`src/hdl/npts_pkg.sv`:
```
// Shared types and constants for the nearest point table search block.
// No dependencies; imported by npts_dist, nearest_point_table_search_core and the testbench files.
package npts_pkg;

	localparam int DIST_W    = 34;
	localparam int IDX_W     = 10;
	localparam int ENTRIES_W = 11;
	localparam int GROUP_W   = 5;
	localparam int REG_IDX_W = 2;

	localparam logic [DIST_W-1:0] DIST_MAX = {DIST_W{1'b1}};

	localparam logic CMD_LOAD  = 1'b0;
	localparam logic CMD_QUERY = 1'b1;

	localparam logic [REG_IDX_W-1:0] REG_ENTRIES_IN_USE = 2'd0;
	localparam logic [REG_IDX_W-1:0] REG_GROUP_SIZE     = 2'd1;
	localparam logic [REG_IDX_W-1:0] REG_GROUP_USED     = 2'd2;
	localparam logic [REG_IDX_W-1:0] REG_DISTANCE_LIMIT = 2'd3;

	localparam logic [ENTRIES_W-1:0] ENTRIES_RESET = 11'd1024;
	localparam logic [GROUP_W-1:0]   GROUP_RESET   = 5'd8;
	localparam logic [DIST_W-1:0]    LIMIT_RESET   = 34'd2048000000;

	localparam logic [1:0] DRAIN_LAST = 2'd3;

	typedef enum logic [2:0] {
		S_IDLE,
		S_LOAD,
		S_SCAN,
		S_DRAIN,
		S_REPLY
	} npts_state_t;

endpackage

```
`src/hdl/npts_dist.sv`:
```
// Squared distance unit: three stages, absolute difference, square, sum with saturation.
// Depends on npts_pkg.
module npts_dist #(
	parameter int COORD_WIDTH = 16,
	parameter int ADDR_W      = 11
) (
	input  logic                          clk,
	input  logic                          arst_n,
	input  logic                          in_valid,
	input  logic [ADDR_W-1:0]             in_addr,
	input  logic [3*COORD_WIDTH-1:0]      entry,
	input  logic [3*COORD_WIDTH-1:0]      query,
	output logic                          out_valid,
	output logic [ADDR_W-1:0]             out_addr,
	output logic [npts_pkg::DIST_W-1:0]   out_dist
);
	import npts_pkg::*;

	localparam int AD_W  = COORD_WIDTH + 1;
	localparam int SQ_W  = 2 * AD_W;
	localparam int SUM_W = SQ_W + 2;
	localparam int EXT_W = (SUM_W > DIST_W) ? SUM_W : DIST_W + 1;
	localparam logic [EXT_W-1:0] SAT = EXT_W'(DIST_MAX);

	logic [AD_W-1:0]   ad [3];
	logic [AD_W-1:0]   ad_s1 [3];
	logic [SQ_W-1:0]   sq_s2 [3];
	logic [EXT_W-1:0]  sum;
	logic              valid_s1, valid_s2, valid_s3;
	logic [ADDR_W-1:0] addr_s1, addr_s2, addr_s3;
	logic [DIST_W-1:0] dist_s3;

	always_comb begin
		for (int i = 0; i < 3; i++) begin
			logic signed [AD_W-1:0] d;
			d = $signed({entry[i*COORD_WIDTH+COORD_WIDTH-1], entry[i*COORD_WIDTH +: COORD_WIDTH]})
				- $signed({query[i*COORD_WIDTH+COORD_WIDTH-1], query[i*COORD_WIDTH +: COORD_WIDTH]});
			ad[i] = d[AD_W-1] ? (~d + AD_W'(1)) : d;
		end
	end

	assign sum = EXT_W'(sq_s2[0]) + EXT_W'(sq_s2[1]) + EXT_W'(sq_s2[2]);

	always_ff @(posedge clk or negedge arst_n) begin
		if (!arst_n) begin
			valid_s1 <= 1'b0;
			valid_s2 <= 1'b0;
			valid_s3 <= 1'b0;
		end else begin
			valid_s1 <= in_valid;
			valid_s2 <= valid_s1;
			valid_s3 <= valid_s2;
		end
	end

	always_ff @(posedge clk) begin
		addr_s1 <= in_addr;
		addr_s2 <= addr_s1;
		addr_s3 <= addr_s2;
		for (int i = 0; i < 3; i++) begin
			ad_s1[i] <= ad[i];
			sq_s2[i] <= SQ_W'(ad_s1[i]) * SQ_W'(ad_s1[i]);
		end
		dist_s3 <= (sum > SAT) ? DIST_MAX : sum[DIST_W-1:0];
	end

	assign out_valid = valid_s3;
	assign out_addr  = addr_s3;
	assign out_dist  = dist_s3;

endmodule

```
`config.mk`:
```
export PLATFORM = sky130hd
export DESIGN_NAME = npts_dist
export DESIGN_NICKNAME = d
export VERILOG_FILES = /design/src/hdl/npts_pkg.sv /design/src/hdl/npts_dist.sv
export SDC_FILE = /design/constraint.sdc
export NUM_CORES = 2
export LEC_CHECK = 0
export ABC_AREA = 1
export BUFFER_PORTS_ARGS = -buffer_cell sky130_fd_sc_hd__buf_2
export CORE_UTILIZATION = 60
export CTS_BUF_LIST = sky130_fd_sc_hd__clkbuf_4 sky130_fd_sc_hd__clkbuf_8
export DETAILED_ROUTE_END_ITERATION = 10
export PLACE_DENSITY = 0.86
export SYNTH_ARGS = -nofsm -noshare
export SYNTH_HDL_FRONTEND = slang
export SYNTH_SLANG_ARGS = --single-unit
```
`constraint.sdc`:
```
create_clock -name clk -period 11.7 [get_ports clk]
set_input_delay 0.585 -clock clk [delete_from_list [all_inputs] [get_ports clk]]
set_output_delay 0.585 -clock clk [all_outputs]
set_load 0.05 [all_outputs]
```
---- Word-level counts from Yosys, hierarchy flattened ----
Memories as Yosys holds them, arrays and structs flattened.
Index checks and enable logic that the tools add are counted.
cells by class
  $add $sub $neg .......................... 8
  multiply operators ...................... 3
  div/mod/pow operators ................... 0
  order comparisons ....................... 1
  equal/unequal tests ..................... 0
  shift operators ......................... 0
  mux-type cells .......................... 3
  bitwise operators ....................... 3
  reductions and logical operators ........ 0
operators by type and width
  cell                   count
  $mul 17x17->34         3
  $add 17x2->17 const B  3
  $mux 17                3
  $not 17->17            3
  $sub 16x16->17         3
  $add 35x34->36         1
  $gt 36x34->1 const B   1
  $add 34x34->35         1
storage, ports and cells
  register bits ........................... 70
  bits in latches ......................... 0
  RAM bits ................................ 153
  bits in read-only memories .............. 0
  word-level logic and storage cells ...... 27
  memories kept ........................... 2
memory list
  memory  depth  width  read ports  clocked after Yosys merged registers in  write ports  RTL line         source
  sq_s2   3      34     3           0                                        3            npts_dist.sv:27  logic [SQ_W-1:0] sq_s2 [3];
  ad_s1   3      17     3           0                                        3            npts_dist.sv:26  logic [AD_W-1:0] ad_s1 [3];

---- Depth between registers and ports, before layout ----
  depth in word-level cells ............... 4
  mapped depth ............................ 29
  mapped depth without buffers ............ 27

---- Least setup slack after synthesis ----
OpenSTA, ideal clock, no wires.
  path kind ............................... flip-flop to flip-flop
  from .................................... memory ad_s1[0][24] (netlist bit)
  to ...................................... memory sq_s2[0][65] (netlist bit)
  library setup time ...................... 112 ps
  arrival ................................. 5487 ps
  required time ........................... 11588 ps
  slack ................................... 6101 ps
  cell stages (with the launch flop) ...... 25
  cell sequence ........................... dfxtp_1 > clkbuf_1 > clkbuf_1 > nand2_1 > fa_1 > inv_1 > fa_1 > inv_1 > fa_1 > inv_1 > fa_1 > fa_1 > inv_1 > fa_1 > inv_1 > ha_1 > nand2_1 > nor2_1 > nand4_1 > o21ai_1 > a21boi_0 > o21bai_1 > nand2_1 > nand3_1 > nand2_1
RTL lines
  what             RTL line
  start, declared  npts_dist.sv:26
  end, declared    npts_dist.sv:27

==> summary.md <==
| Metric | Value |
|---|---|
| Post-route ant nets | `0` |
| Post-CTS setup buffers | `0` |
| Port Buffers | `155` |
| Drt total wl | `83000 µm` |
| Post-route DRC | `0` |
| Synthesized area | `36500 µm²` |
| Final Critical Period | `6099 ps` |
| Multi-input logic area | `27010 µm²` |
| Setup violators final | `0` |
| Post-synthesis cell count | `4576` |
| Hold buffers post-CTS | `1` |
| Largest net degree at the start of global routing | `35` |
| Area Overhead vs Synth | `6.020%` |
| Crit path DAT | `6620 ps` |
| Worst path max stage delay | `840 ps` |
| Synth unique cells | `57` |
| Post-synthesis register bit count | `220` |
| Busiest grt layer | `met2` |
| Vias in the first global route | `30570` |
| First-pass GRT wire length | `141000 µm` |
| Fill cell count | `4739` |
| Die area | `61820 µm²` |
| Worst-case clock buffer depth | `3` |
| WP data required | `12220 ps` |
| Startpoint types | `flop` |
| Hpwl dp | `70650 µm` |
| TritonCTS buffer count | `39` |
| GRT overflow | `0` |
| Most frequent cells in the layout | `inv_1 (1217), nand2_1 (955), fa_1 (608)` |
| DR vias | `28890` |
| H-Tree Depth | `2` |
| Hold Fails Final Rpt | `0` |
| Max Cap Violations | `0` |
| Clock Skew | `60.65 ps` |
| Warnings, synthesis | `0` |
| Slowest CP cell | `dfxtp_1` |
| Synth Flop Type | `dfxtp_1` |
| Grt met1 use | `0.3460` |
| CP most frequent cell | `fa_1` |
| Met2 Use GR | `0.4869` |
| Starting density of the core | `0.6058` |
| Max frequency | `0.1640 GHz` |
| Setup TNS Final | `0 ps` |
| CP delay by family, top | `adder cells` |
| Cts repair resizes | `0` |
| Worst setup path class | `reg -> reg` |
| Post-DR vias/cell | `5.284` |
| Register area share after synthesis | `0.1211` |
| CP Capture Type | `flop` |
| Post-synth EDFFs | `0` |
| Initial antenna violation count | `1` |
| Drt pass-1 iters | `6` |
| Top Ports | `156` |
| Chip height | `248.6 µm` |
| Outcome | `finished clean` |
| Core ar. | `60250 µm²` |
| Share of cells above drive strength 1 | `0.06042` |
| Row count | `90` |
| Commonest non-fill, non-tap cell in the layout | `inv_1` |
| GPL Wtd Cong | `0.9667` |
| Worst-path cell chain | `nand2_1, fa_1, fa_1, fa_1, inv_1, fa_1, fa_1, inv_1, fa_1, inv_1, ha_1, nand2_1, nor2_1, nand4_1, o21ai_1, a21oi_1, o21bai_1, nand2_1, nand3b_1, nand2_1` |
| WP buf/inv | `3` |
| Share of async-settable or async-resettable flops after synthesis | `0.01364` |
| Hold Crit Class | `in -> reg` |
| Root Buffer | `clkbuf_8` |
| DR iter-0 viols | `1921` |
| Max Slew Vio Count | `0` |
| GR Layer Usage met3 | `0.04177` |
| CTS tree | `built` |
| Routed length per instance | `15.18 µm` |
| RSZ-0062 raised after global routing | `false` |
| Clock Sinks | `220` |
| Measured slew at the worst slew-check pin | `901.1 ps` |
| Max-slew headroom | `0.3985` |
| Gr usage total | `0.2775` |
| Final cycle utilization of the critical path | `0.5213` |
| Fin area | `38690 µm²` |
| Skew-Pair Late Insertion Delay | `650 ps` |
| Nets | `5778` |
| FF+latch area | `4419 µm²` |
| Die width | `248.6 µm` |
| Top fanout value on the critical path | `17` |
| Placed Area | `37770 µm²` |
| Clk pin slew, worst setup/hold paths | `70 ps` |
| Mapped Avg Cell Area | `7.976 µm²` |
==> sequential cells by signal, summed over array words and instances, names as in the netlist, 11 cells and up <==
name      count
sq_s2        99
out_dist     34
out_addr     11
ad_s1        51
addr_s2      11
addr_s1      11
==> worst register-to-register path, cell delays in order (launching register included) <==
cell and delay [ps]:
dfxtp_1 840, nand2_1 250, fa_1 540, fa_1 510, fa_1 520, inv_1 60, fa_1 490, fa_1 500
inv_1 50, fa_1 480, inv_1 50, ha_1 340, nand2_1 90, nor2_1 140, nand4_1 90, o21ai_1 300
a21oi_1 180, o21bai_1 290, nand2_1 130, nand3b_1 110, nand2_1 50
==> metal layers <==
metal / routed length (µm) / vias up
met5: 0 / -
met4: 2770 / 0
met3: 5615 / 215
met2: 40920 / 1071
met1: 33700 / 13810
li1: - / 13790
==> path summary, 6_finish.rpt <==
path,startpoint,end,slack (ps),depth (start not counted)
max,ad_s1[0][29],sq_s2[0][67],5600,20
min,in_addr[0],addr_s1[0],90,1
max reg2reg,ad_s1[0][29],sq_s2[0][67],5600,20
min reg2reg,addr_s2[1],out_addr[1],320,0
max in group asynchronous,arst_n,valid_s1,11270,2
min in group asynchronous,arst_n,valid_s2,310,2
==> stage by stage <==
step / std cells / setup WS (ps) / hold slack, ps / util
finish: 5467 / 5601 / 90.75 / 0.6423
global route: 5467 / 5243 / 68.39 / 0.6423
CTS: 5466 / 5661 / 59.01 / 0.6422
detailed placement: 5393 / 5672 / 312.8 / 0.6270
global placement: 5393 / 5770 / 309.9 / 0.6270
floorplan: 4577 / 6101 / 289.4 / -
==> area by class of cell <==
cell class / count / area share
well taps: 782 / 0.02529
clock buffers: 54 / 0.01824
multi-input cells: 3013 / 0.6979
diodes: 1 / 0.00006467
clock inverters: 18 / 0.005238
inverters: 1222 / 0.1185
flip-flops and latches: 220 / 0.1142
repair buffers: 157 / 0.02050
==> cells by family (layout without fill, tap and decap cells) <==
group,count (synthesis),after routing,share of synthesized area
fa+ha+maj,1015,1015,0.4730
other cells,2,4,0.0002058
buf+inv,1344,1451,0.1391
simple gates,1431,1431,0.1635
xor+xnor,178,178,0.04395
compound gates,386,386,0.05917
flops,220,220,0.1211
==> synth_stat cells (3+ instances only) <==
master / number / area share
a21boi_0: 5 / 0.0010
a21o_1: 17 / 0.0035
a21oi_1: 188 / 0.026
a31oi_1: 10 / 0.0017
and3_1: 3 / 0.00051
buf_1: 3 / 0.00031
buf_2: 10 / 0.0014
buf_4: 3 / 0.00062
clkbuf_1: 105 / 0.011
dfrtp_1: 3 / 0.0021
dfxtp_1: 217 / 0.12
fa_1: 608 / 0.33
ha_1: 407 / 0.14
inv_1: 1217 / 0.13
inv_2: 4 / 0.00041
nand2_1: 955 / 0.098
nand2_2: 19 / 0.0033
nand3_1: 114 / 0.016
nand3b_1: 18 / 0.0037
nand4_1: 74 / 0.013
nor2_1: 190 / 0.020
nor2_2: 5 / 0.00086
nor3_1: 31 / 0.0043
nor4_1: 5 / 0.00086
o211ai_1: 5 / 0.0010
o21a_1: 10 / 0.0021
o21ai_0: 108 / 0.015
o21ai_1: 10 / 0.0014
o21bai_1: 16 / 0.0033
or2_2: 7 / 0.0012
xnor2_1: 71 / 0.017
xor2_1: 101 / 0.024
xor2_2: 4 / 0.0018
Power is not shown: default switching activity piles up to over one toggle a cycle in this logic, so the estimate is an artifact.
